<file path="config.mk">
export PLATFORM = sky130hd
export DESIGN_NAME = lru_block_buffer_pool
export DESIGN_NICKNAME = d
export VERILOG_FILES = /design/src/hdl/lbbp_pkg.sv /design/src/hdl/lbbp_ctrl.sv /design/src/hdl/lbbp_dp.sv /design/src/hdl/lru_block_buffer_pool.sv
export SDC_FILE = /design/constraint.sdc
export NUM_CORES = 1
export LEC_CHECK = 0
export BUFFER_PORTS_ARGS = -buffer_cell sky130_fd_sc_hd__clkbuf_2
export CAP_MARGIN = 20
export CORE_MARGIN = 2
export CORE_UTILIZATION = 40
export DETAILED_ROUTE_END_ITERATION = 8
export PLACE_DENSITY = 0.59
export SLEW_MARGIN = 20
export SYNTH_ARGS = -nofsm -noshare
export SYNTH_HDL_FRONTEND = slang
export SYNTH_HIERARCHICAL = 1
export SYNTH_SLANG_ARGS = --single-unit
</file>
<file path="constraint.sdc">
create_clock -name clk_i -period 6.25 [get_ports clk_i]
set_clock_uncertainty 0.05 [all_clocks]
set_input_delay 0.625 -clock clk_i [delete_from_list [all_inputs] [get_ports clk_i]]
set_output_delay 0.625 -clock clk_i [all_outputs]
set_load 0.01 [all_outputs]
</file>
<file path="src/hdl/lbbp_pkg.sv">
// ----------------------------------------------------------------------------
// lbbp_pkg: shared types and constants for the LRU block buffer pool
// Request codes, stream field widths, result word layout and the
// controller/datapath interface structs.
// ----------------------------------------------------------------------------
package lbbp_pkg;

  // Request codes (carried in s_axis_tuser)
  localparam logic [1:0] REQ_ACCESS = 2'd0;
  localparam logic [1:0] REQ_DIRTY  = 2'd1;
  localparam logic [1:0] REQ_ERROR  = 2'd2;

  // Stream field widths
  localparam int REQ_W   = 2;
  localparam int BLKF_W  = 24;
  localparam int IDXF_W  = 3;
  localparam int IN_W    = 32;
  localparam int OUT_W   = 32;

  // Input word layout
  localparam int IN_BLK_LSB = 0;
  localparam int IN_IDX_LSB = 24;

  // Result word layout, lowest bit first
  localparam int OUT_HIT     = 0;
  localparam int OUT_SLOT    = 1;
  localparam int OUT_WB      = 4;
  localparam int OUT_WBB     = 5;
  localparam int OUT_WBZ     = 29;
  localparam int OUT_FETCH   = 30;

  // Controller to datapath
  typedef struct packed {
    logic load;    // capture the incoming request
    logic lookup;  // tag compare and victim pick
    logic commit;  // update pool state, load result register
  } lbbp_cmd_t;

  // Datapath to controller
  typedef struct packed {
    logic out_free;  // result register can take a word this cycle
  } lbbp_status_t;

endpackage

</file>
<file path="src/hdl/lbbp_ctrl.sv">
// ----------------------------------------------------------------------------
// lbbp_ctrl: request sequencer
// Steps each request through lookup and commit; overlaps the next accept
// with a commit that can retire.
// ----------------------------------------------------------------------------
module lbbp_ctrl (
  input  logic                  clk_i,
  input  logic                  rst_ni,
  input  logic                  in_valid_i,
  output logic                  in_ready_o,
  input  lbbp_pkg::lbbp_status_t status_i,
  output lbbp_pkg::lbbp_cmd_t   cmd_o
);
  import lbbp_pkg::*;

  localparam logic [1:0] ST_IDLE   = 2'd0;
  localparam logic [1:0] ST_LOOK   = 2'd1;
  localparam logic [1:0] ST_COMMIT = 2'd2;

  logic [1:0] state_q, state_d;
  logic       retire;
  logic       take;

  // Commit retires once the result register is free
  assign retire     = (state_q == ST_COMMIT) && status_i.out_free;
  assign in_ready_o = (state_q == ST_IDLE) || retire;
  assign take       = in_valid_i && in_ready_o;

  assign cmd_o.load   = take;
  assign cmd_o.lookup = (state_q == ST_LOOK);
  assign cmd_o.commit = retire;

  // Next state
  always_comb begin
    state_d = state_q;
    case (state_q)
      ST_IDLE: begin
        if (take) state_d = ST_LOOK;
      end
      ST_LOOK: begin
        state_d = ST_COMMIT;
      end
      ST_COMMIT: begin
        if (take)        state_d = ST_LOOK;
        else if (retire) state_d = ST_IDLE;
      end
      default: begin
        state_d = ST_IDLE;
      end
    endcase
  end

  always_ff @(posedge clk_i or negedge rst_ni) begin
    if (!rst_ni) begin
      state_q <= ST_IDLE;
    end else begin
      state_q <= state_d;
    end
  end

endmodule

</file>
<file path="src/hdl/lbbp_dp.sv">
// ----------------------------------------------------------------------------
// lbbp_dp: buffer pool datapath
// Slot tags, valid/dirty/error flags, per-slot recency rank, parallel tag
// compare, victim pick and the result register.
// ----------------------------------------------------------------------------
module lbbp_dp #(
  parameter int POOL_SLOTS = 8,
  parameter int BLOCK_BITS = 24
) (
  input  logic                        clk_i,
  input  logic                        rst_ni,
  input  lbbp_pkg::lbbp_cmd_t         cmd_i,
  output lbbp_pkg::lbbp_status_t      status_o,
  input  logic [lbbp_pkg::REQ_W-1:0]  req_type_i,
  input  logic [lbbp_pkg::BLKF_W-1:0] block_number_i,
  input  logic [lbbp_pkg::IDXF_W-1:0] slot_index_i,
  input  logic                        out_ready_i,
  output logic                        out_valid_o,
  output logic [lbbp_pkg::OUT_W-1:0]  out_data_o
);
  import lbbp_pkg::*;

  localparam int SW = (POOL_SLOTS > 1) ? $clog2(POOL_SLOTS) : 1;
  localparam logic [SW-1:0] LAST_RANK = SW'(POOL_SLOTS - 1);

  // Captured request
  logic [REQ_W-1:0]      req_q;
  logic [BLOCK_BITS-1:0] blk_q;
  logic [IDXF_W-1:0]     idx_q;

  // Pool state
  logic [BLOCK_BITS-1:0] tag_q [POOL_SLOTS];
  logic [POOL_SLOTS-1:0] valid_q, dirty_q, err_q;
  logic [SW-1:0]         rank_q [POOL_SLOTS];

  // Lookup results
  logic                  hit_q;
  logic [SW-1:0]         sel_q;
  logic [SW-1:0]         sel_rank_q;
  logic                  wb_q, wbz_q;
  logic [BLOCK_BITS-1:0] wbb_q;

  // Result register
  logic                  out_valid_q;
  logic [OUT_W-1:0]      out_data_q;

  // Lookup logic
  logic [POOL_SLOTS-1:0] match, victim;
  logic [SW-1:0]         hit_slot, hit_rank, vic_slot;
  logic                  any_hit;
  logic                  is_access;
  logic [SW-1:0]         idx_sel;
  logic                  mark_ok;
  logic [31:0]           slot32, wbb32;
  logic [OUT_W-1:0]      res_word;

  assign is_access = (req_q == REQ_ACCESS);

  // Parallel tag compare and LRU victim (rank at the tail)
  always_comb begin
    hit_slot = '0;
    hit_rank = '0;
    vic_slot = '0;
    for (int i = 0; i < POOL_SLOTS; i++) begin
      match[i]  = valid_q[i] && (tag_q[i] == blk_q);
      victim[i] = (rank_q[i] == LAST_RANK);
      if (match[i]) begin
        hit_slot = hit_slot | SW'(i);
        hit_rank = hit_rank | rank_q[i];
      end
      if (victim[i]) vic_slot = vic_slot | SW'(i);
    end
    any_hit = |match;
  end

  // Mark requests: slot must exist and hold a block
  assign idx_sel = SW'(idx_q);
  assign mark_ok = (int'(idx_q) < POOL_SLOTS) && valid_q[idx_sel];

  // Result word
  assign slot32 = 32'(sel_q);
  assign wbb32  = 32'(wbb_q);
  always_comb begin
    res_word = '0;
    if (is_access) begin
      res_word[OUT_HIT]                 = hit_q;
      res_word[OUT_SLOT +: 3]           = slot32[2:0];
      res_word[OUT_WB]                  = wb_q;
      res_word[OUT_WBB +: BLKF_W]       = wbb32[BLKF_W-1:0];
      res_word[OUT_WBZ]                 = wbz_q;
      res_word[OUT_FETCH]               = !hit_q;
    end
  end

  // Request capture
  always_ff @(posedge clk_i) begin
    if (cmd_i.load) begin
      req_q <= req_type_i;
      blk_q <= BLOCK_BITS'(block_number_i);
      idx_q <= slot_index_i;
    end
  end

  // Lookup stage registers
  always_ff @(posedge clk_i) begin
    if (cmd_i.lookup) begin
      hit_q      <= any_hit;
      sel_q      <= any_hit ? hit_slot : vic_slot;
      sel_rank_q <= any_hit ? hit_rank : LAST_RANK;
      wb_q       <= !any_hit && valid_q[vic_slot] && dirty_q[vic_slot];
      wbb_q      <= (!any_hit && valid_q[vic_slot] && dirty_q[vic_slot]) ?
                    tag_q[vic_slot] : '0;
      wbz_q      <= !any_hit && valid_q[vic_slot] && dirty_q[vic_slot] &&
                    err_q[vic_slot];
    end
  end

  // Tag store, written on a miss
  always_ff @(posedge clk_i) begin
    if (cmd_i.commit && is_access && !hit_q) tag_q[sel_q] <= blk_q;
  end

  // Flags and recency ranks
  always_ff @(posedge clk_i or negedge rst_ni) begin
    if (!rst_ni) begin
      valid_q <= '0;
      dirty_q <= '0;
      err_q   <= '0;
      for (int i = 0; i < POOL_SLOTS; i++) rank_q[i] <= SW'(i);
    end else if (cmd_i.commit) begin
      if (is_access) begin
        // Move selected slot to front, age those ahead of it
        for (int i = 0; i < POOL_SLOTS; i++) begin
          if (SW'(i) == sel_q)              rank_q[i] <= '0;
          else if (rank_q[i] < sel_rank_q)  rank_q[i] <= rank_q[i] + 1'b1;
        end
        if (!hit_q) begin
          valid_q[sel_q] <= 1'b1;
          dirty_q[sel_q] <= 1'b0;
          err_q[sel_q]   <= 1'b0;
        end
      end else if (req_q == REQ_DIRTY && mark_ok) begin
        dirty_q[idx_sel] <= 1'b1;
      end else if (req_q == REQ_ERROR && mark_ok) begin
        err_q[idx_sel] <= 1'b1;
      end
    end
  end

  // Result register
  always_ff @(posedge clk_i or negedge rst_ni) begin
    if (!rst_ni) begin
      out_valid_q <= 1'b0;
    end else if (cmd_i.commit) begin
      out_valid_q <= 1'b1;
    end else if (out_ready_i) begin
      out_valid_q <= 1'b0;
    end
  end

  always_ff @(posedge clk_i) begin
    if (cmd_i.commit) out_data_q <= res_word;
  end

  assign status_o.out_free = !out_valid_q || out_ready_i;
  assign out_valid_o       = out_valid_q;
  assign out_data_o        = out_data_q;

endmodule

</file>
<file path="src/hdl/lru_block_buffer_pool.sv">
// ----------------------------------------------------------------------------
// lru_block_buffer_pool: most-recently-used ordered block buffer pool
// Streams requests in, returns one result word per request.
// ----------------------------------------------------------------------------
// Each request word returns exactly one result word. A request passes through
// a lookup step, the parallel tag compare and victim pick (registered), and
// a commit step that updates the recency ranks and slot flags and loads the result
// register. The next request is accepted in the commit cycle, so a new request
// overlaps the previous commit while the result side keeps up; a full
// result register holds the commit until it drains. Recency is kept as a
// rank per slot (0 = most recent); after reset slot i has rank i, so the
// first miss takes the highest slot. No clearing pass is needed.
module lru_block_buffer_pool #(
  parameter int POOL_SLOTS = 8,
  parameter int BLOCK_BITS = 24
) (
  input  logic                        clk_i,
  input  logic                        rst_ni,
  // Request stream
  input  logic                        s_axis_tvalid,
  output logic                        s_axis_tready,
  input  logic [lbbp_pkg::IN_W-1:0]   s_axis_tdata,  // block_number[23:0], slot_index[26:24]
  input  logic [lbbp_pkg::REQ_W-1:0]  s_axis_tuser,  // req_type[1:0]
  // Result stream
  output logic                        m_axis_tvalid,
  input  logic                        m_axis_tready,
  output logic [lbbp_pkg::OUT_W-1:0]  m_axis_tdata   // hit[0], slot[3:1], writeback[4],
                                                     // writeback_block[28:5],
                                                     // writeback_zeroed[29], fetch[30]
);
  import lbbp_pkg::*;

  lbbp_cmd_t    cmd;
  lbbp_status_t status;

  lbbp_ctrl u_ctrl (
    .clk_i      (clk_i),
    .rst_ni     (rst_ni),
    .in_valid_i (s_axis_tvalid),
    .in_ready_o (s_axis_tready),
    .status_i   (status),
    .cmd_o      (cmd)
  );

  lbbp_dp #(
    .POOL_SLOTS (POOL_SLOTS),
    .BLOCK_BITS (BLOCK_BITS)
  ) u_dp (
    .clk_i          (clk_i),
    .rst_ni         (rst_ni),
    .cmd_i          (cmd),
    .status_o       (status),
    .req_type_i     (s_axis_tuser),
    .block_number_i (s_axis_tdata[IN_BLK_LSB +: BLKF_W]),
    .slot_index_i   (s_axis_tdata[IN_IDX_LSB +: IDXF_W]),
    .out_ready_i    (m_axis_tready),
    .out_valid_o    (m_axis_tvalid),
    .out_data_o     (m_axis_tdata)
  );

`ifndef NO_ASSERTIONS
  // A hit never asks for a fetch or a write-back
  a_hit_quiet: assert property (@(posedge clk_i) disable iff (!rst_ni)
    m_axis_tvalid && m_axis_tdata[OUT_HIT] |->
      !m_axis_tdata[OUT_FETCH] && !m_axis_tdata[OUT_WB])
    else $error("hit result carries fetch or write-back");

  // Write-back only on a miss that fetches; zeroed flag only with write-back
  a_wb_on_miss: assert property (@(posedge clk_i) disable iff (!rst_ni)
    m_axis_tvalid && (m_axis_tdata[OUT_WB] || m_axis_tdata[OUT_WBZ]) |->
      m_axis_tdata[OUT_WB] && m_axis_tdata[OUT_FETCH])
    else $error("inconsistent write-back flags");

  // An accepted request occupies the lookup cycle
  a_lookup_busy: assert property (@(posedge clk_i) disable iff (!rst_ni)
    s_axis_tvalid && s_axis_tready |=> !s_axis_tready)
    else $error("request accepted during lookup");
`endif

endmodule
</file>
# Word-level counts from Yosys, hierarchy flattened
# Memory sizes are Yosys's and may differ from the RTL's. A register that Yosys moved wholly into a read port is not among the register bits.
# Cells that the tools add are included.
dict set report op_classes {
  addsub 8
  n_lt_le_gt_ge 13
  eq_ne 30
  muxes 66
  n_bitwise 14
  n_reduce_logical 52
}
# op count
set ops {}
lappend ops {{== test 24 bit} 8}
lappend ops {{2-to-1 mux 3 bit} 33}
lappend ops {{2-to-1 mux 8 bit} 7}
lappend ops {{AND reduction 3 bit} 10}
lappend ops {{adder 3 x 1 -> 3 bit, second input constant} 8}
lappend ops {{less-than comparator 3 bit} 8}
lappend ops {{bitwise OR 8 bit} 3}
lappend ops {{nonzero test 2 bit} 11}
lappend ops {{== test 3 bit, second input constant} 7}
lappend ops {{bitwise OR 3 bit} 7}
lappend ops {{logical AND 1 bit} 19}
lappend ops {{bitwise AND 8 bit} 2}
lappend ops {{2-to-1 mux 2 bit} 7}
lappend ops {{binary-select mux 1 bit (select 3 bit)} 4}
lappend ops {{== test 3 bit, first input constant} 4}
lappend ops {{less-than comparator 3 x 4 -> 1 bit, second input constant} 3}
lappend ops {{2-to-1 mux 1 bit} 12}
lappend ops {{NOT 8 bit} 1}
lappend ops {{OR reduction 8 bit} 1}
lappend ops {{demux 1 bit (select 3 bit)} 2}
lappend ops {{== test 2 x 3 -> 1 bit, first input constant} 2}
lappend ops {{greater-or-equal comparator 3 x 1 -> 1 bit, second input constant} 2}
lappend ops {{one-hot mux 2 bit (3 select lines)} 1}
lappend ops {{== test 2 x 1 -> 1 bit, second input constant} 2}
lappend ops {{other kinds (12)} 19}
dict set report totals {
  reg_bits 120
  mem_bits_rw 192
  in_bits 38
  output_inout_bits 34
  n_memories 1
}
# memory words word_bits rd rd_ports_with_merged_regs wr line_no
set mem_list {}
lappend mem_list {u_dp.tag_q 8 24 9 1 1 lbbp_dp.sv:32} ;# logic [BLOCK_BITS-1:0] tag_q [POOL_SLOTS];

# Logic depth before layout (Yosys ltp)
# An unclocked memory read counts as a cell.
dict set report logic_depth {
  depth_word 18
  ltp_mapped 10
  mapped_depth_nobuf 8
}

# By module
# Netlist, hierarchy kept.
# mod instances cells_per_inst area_per_inst_um2 seq_area_each_um2
set by_module_without_submodules {}
lappend by_module_without_submodules {lbbp_dp 1 1294 16590.9 9799.4}
lappend by_module_without_submodules {lbbp_ctrl 1 14 140.1 50.0}

# Worst setup path before layout
# Ideal clock, no wire load.
dict set report synth_path {
  path_kind {in2reg}
  start {in m_axis_tready}
  end {mem u_dp.tag_q[6][0] (enable)}
  setup_ps 441
  arrival_ps 3497
  t_required_ps 5759
  setup_slack_ps 2262
  cell_stages 7
  n_path_buf 1
  cell_sequence {nand2b_1 inv_1 nor3b_1 buf_4 and2_1 nand2b_1 nor3_1}
}
dict set report synth_via {
  elab_chain_cells 6
}
# item line_no
set synth_lines {}
lappend synth_lines {{start: declaration} lru_block_buffer_pool.sv:26} ;# input logic m_axis_tready,
lappend synth_lines {{logical OR 1 bit} lbbp_dp.sv:165} ;# assign status_o.out_free = !out_valid_q || out_ready_i;
lappend synth_lines {{logical AND 1 bit} lbbp_ctrl.sv:25} ;# assign retire = (state_q == ST_COMMIT) && status_i.out_free;
lappend synth_lines {{net u_ctrl.retire} lbbp_ctrl.sv:21} ;# logic retire;
lappend synth_lines {{logical AND 1 bit (2 in series)} lbbp_dp.sv:120} ;# if (cmd_i.commit && is_access && !hit_q) tag_q[sel_q] <= blk_q;
lappend synth_lines {{2-to-1 mux 1 bit} lbbp_dp.sv:120}
lappend synth_lines {{2-to-1 mux 1 bit (not written as such)} lbbp_dp.sv:120}
lappend synth_lines {{end: declaration} lbbp_dp.sv:32}
# The timed path passes the listed nets, and every way through them passes these cells.

# Worst setup path after layout
dict set report layout_path {
  start {reg u_dp.blk_q[6]}
  end {reg u_dp.wbb_q[5], read port of u_dp.tag_q (data pin)}
}
dict set report layout_via {
  elab_chain_cells 7
  word_cells_on_any_way 21
  classes_between {eq/ne: 8; reduce/logical: 13}
}
# item line_no
set layout_lines {}
lappend layout_lines {{start: declaration} lbbp_dp.sv:28} ;# logic [BLOCK_BITS-1:0] blk_q;
lappend layout_lines {{start signal: assignment} lbbp_dp.sv:99} ;# blk_q <= BLOCK_BITS'(block_number_i);
lappend layout_lines {{== test 24 bit} lbbp_dp.sv:65} ;# match[i] = valid_q[i] && (tag_q[i] == blk_q);
lappend layout_lines {{logical AND 1 bit} lbbp_dp.sv:65}
lappend layout_lines {{OR reduction 8 bit (*)} lbbp_dp.sv:73} ;# any_hit = |match;
lappend layout_lines {{logical NOT 1 bit (*)} lbbp_dp.sv:111} ;# wbb_q <= (!any_hit && valid_q[vic_slot] && dirty_q[vic_slot]) ?
lappend layout_lines {{logical AND 1 bit (*) (2 in series)} lbbp_dp.sv:111}
lappend layout_lines {{logical NOT 1 bit (no line) (*)} -}
lappend layout_lines {{end: declaration} lbbp_dp.sv:41} ;# logic [BLOCK_BITS-1:0] wbb_q;
# Mark *: on every way between the ends. The rest lies on a longest branch, timed or not.
# A chain may end at the register's enable or synchronous reset.

==> impl_metrics.json <==
{
  "hpwl_um": 29600,
  "path_max_fanout": 16,
  "path_class": "reg2reg",
  "async_flop_share": 0.152,
  "r2r_end": "u_dp/wbb_q[5]",
  "r2r_start": "u_dp/blk_q[6]",
  "first_iter_violations": 877,
  "fmax_mhz": 235,
  "arrival_ns": 4.44,
  "vias": 10478,
  "grt_pass1_vias": 10277,
  "die_height_um": 209,
  "worst_path_dominant_cell_family": "simple AND/OR/NAND/NOR gates",
  "clock_sinks": 336,
  "status": "completed",
  "syn_area_um2": 16700,
  "grt_usage": 0.203,
  "slew_viol_final": 0,
  "peakVddDrop_uv": 152,
  "p_leak_uw": 0.00696,
  "grt_antenna_before_repair": 2,
  "antenna_cells": 0,
  "synth_seq_cells": 336,
  "synth.distinct_cells": 57,
  "hold_ws_ns": 0.150,
  "pre_cts_ws_ns": 2.08,
  "clkTransAtPathRegs_ns": 0.06,
  "syn_nets": 1377,
  "fp.coreArea_um2": 41000,
  "syn_avg_cell_area_um2": 12.8,
  "drive_gt1_frac": 0.176,
  "cts_buffers": 38,
  "routabilityCongestion": 0.916,
  "worstMarginPinSlew_ns": 1.12,
  "rsz0062_at_grt": "no",
  "routed_wl_um": 44100,
  "cts_tree": "done",
  "crit_chain": "xnor2_1, nand4_1, nor4_1, buf_4, a32oi_1, nand4_2, buf_4, nor4bb_1",
  "die_w_um": 209,
  "cts_root_buf": "clkbuf_16",
  "max-slew-margin-rel": 0.248,
  "overflow": 0,
  "reg2regPathDepth": 8,
  "hold_viol_final": 0,
  "io_pins": 72,
  "wl_per_cell_um": 22.9,
  "worst-path-stages": 8,
  "cp_slowest_stage_delay_ns": 0.80,
  "worstSetupStartpointType": "flop",
  "viasPerCell": 5.45,
  "setup_viol": 0,
  "rows": 74,
  "ys_seq_area_frac": 0.589,
  "yosysWarnings": 6,
  "finalSetupTns_ns": 0,
  "ctsResizeCount": 0,
  "synthFlopType": "edfxtp_1",
  "critPathCaptureType": "flop",
  "finalCritPeriodShare": 0.681,
  "p_per_area_nw_per_um2": 313,
  "critPathRequiredTime_ns": 6.43,
  "cap_violations": 0,
  "crit_top_cell": "buf_4",
  "crit_buf_inv": 2,
  "crit_path_start": "u_dp/blk_q[6]",
  "cts.hold.buffers_added": 0,
  "dr.pass1.iters": 5,
  "cts_buffer_depth": 3,
  "syn2layout_area_growth_pct": 12.7,
  "route.detailed.drc": 0,
  "min_period_ns": 4.26,
  "finalNetCount": 1431,
  "start_util": 0.408,
  "dp.cells": 1853,
  "synthCells": 1308,
  "postCtsSetupBuffers": 0,
  "grt_pass1_wl_um": 65500,
  "insertion_delay_ns": 0.55,
  "portBuffers": 65,
  "fin_ws_ns": 1.99,
  "hp-class": "in2async",
  "htree_num_levels": 2,
  "reg2reg_slack_ns": 1.99,
  "cp_slowest_cell": "edfxtp_1",
  "synth_edf_count": 285,
  "grt_max_degree": 100,
  "antenna_left": 0,
  "fp.dieArea_um2": 43500,
  "final_cell_count_no_fill": 1922
}
[how the worst max path moves through the flow]
stage,slack [ns],end
CTS,2.05,u_dp/wbb_q[6]
finish,1.99,u_dp/wbb_q[5]
global route,1.92,u_dp/wbb_q[6]
floorplan,2.26,u_dp/tag_q[6][0]
detailed placement,2.08,u_dp/wbb_q[6]
global placement,2.16,u_dp/wbb_q[5]
[cells in the mapped netlist, drive strengths merged (2+ instances only)]
cell     count  area (um2)
xor2        21         184
nand2b      15        93.8
and2        32         200
o211ai       3        22.5
nor3        29         145
nand2       98         368
clkbuf      20        75.1
mux2        45         507
edfxtp     285        8560
nor2        84         315
nor4bb      24         353
or2         10        62.6
nand3b       4        30.0
o31ai        3        36.3
a21o        14         105
nand3       17        85.1
ha          31         388
o21ai       47         235
and3b        2        17.5
and4         3        26.3
dfrtp       39         976
nor3b        8        65.1
nor2b        8        57.6
dfstp       12         315
nor4        16         161
a211oi       8        60.1
mux2i       51         510
a2bb2oi      3        26.3
nand4       62         394
inv         11        41.3
mux4         2        45.0
a32oi        3        26.3
xnor2      172        1510
and3         7        43.8
a21oi       59         295
buf         52         322
[cells by family after synthesis]
group / Yosys count / synth area share
and+or+nand+nor: 422 / 0.146
DFF: 336 / 0.589
xor gates and xnor gates: 193 / 0.101
AOI/OAI and AO/OA: 144 / 0.0512
muxes: 98 / 0.0635
buffers and inverters: 83 / 0.0262
adders and majority gates: 31 / 0.0232
other: 1 / 0.000224
[flip-flops by register name, indices dropped and copies added (netlist names)]
signal,count
u_dp/wbb_q,24
u_dp/idx_q,3
u_dp/hit_q,1
u_dp/valid_q,8
u_dp/sel_q,3
u_ctrl/state_q,2
u_dp/rank_q,24
u_dp/dirty_q,8
u_dp/out_valid_o,1
u_dp/tag_q,192
u_dp/sel_rank_q,3
u_dp/wb_q,1
u_dp/req_q,2
u_dp/out_data_o,31
u_dp/blk_q,24
u_dp/err_q,8
u_dp/wbz_q,1
[report_power, final]
group          switching, uW  internal, uW  total [uW]  leakage (uW)
combinational            472           378         850       0.00311
clock                    914          1320        2230      0.000595
sequential               204          2610        2820       0.00326
total                   1590          4310        5900       0.00696
[routing by layer]
layer  routed length [um]  vias to the layer above  track usage  share of wire
li1                     -                     4902            -              -
met1                19200                     5136        0.280           0.44
met2                20500                      363        0.321           0.46
met3                 3170                       77       0.0408          0.072
met4                 1230                        0       0.0647          0.028
met5                    0                        -            0              0
[layout make-up]
class | instances | area (um2)
clock buffer | 52 | 1060
clock inverter | 16 | 181
fill | 3694 | 22200
inverter | 11 | 41.3
multi-input combinational | 889 | 6510
sequential | 336 | 9850
tap | 532 | 666
timing repair buffer | 86 | 548
[placed cells by master, fill, tap and decap left out, types with 18 or more instances in the layout]
master     Yosys  final
clkbuf_2       0     65
edfxtp_1     285    285
nor3_1        29     28
xnor2_1      172    172
o21ai_0       40     40
nand2_1       98     98
dfrtp_1       39     39
nand4_1       61     61
a21oi_1       59     59
mux2_2        40     40
and2_1        32     32
ha_1          31     31
clkbuf_16      0     40
nor4bb_2      18     18
mux2i_1       51     51
nor2_1        84     77
xor2_1        21     21
[through the flow]
step                       util  total power, uW  instance area, um2
after floorplan               -             3410               16700
after global placement    0.428             3680               17500
after detailed placement  0.429             3710               17600
after CTS                 0.459             5940               18800
after global routing      0.460             6150               18800
final                     0.460             5900               18800
[worst reg2reg max path, cell delays in order, from the launching register on]
cell      delay [ns]
edfxtp_1        0.80
xnor2_1         0.29
nand4_1         0.30
nor4_1          0.13
buf_4           0.18
a32oi_1         0.29
nand4_2         0.68
buf_4           0.50
nor4bb_1        0.71
No activity file was read; power rests on OpenSTA's default activity.
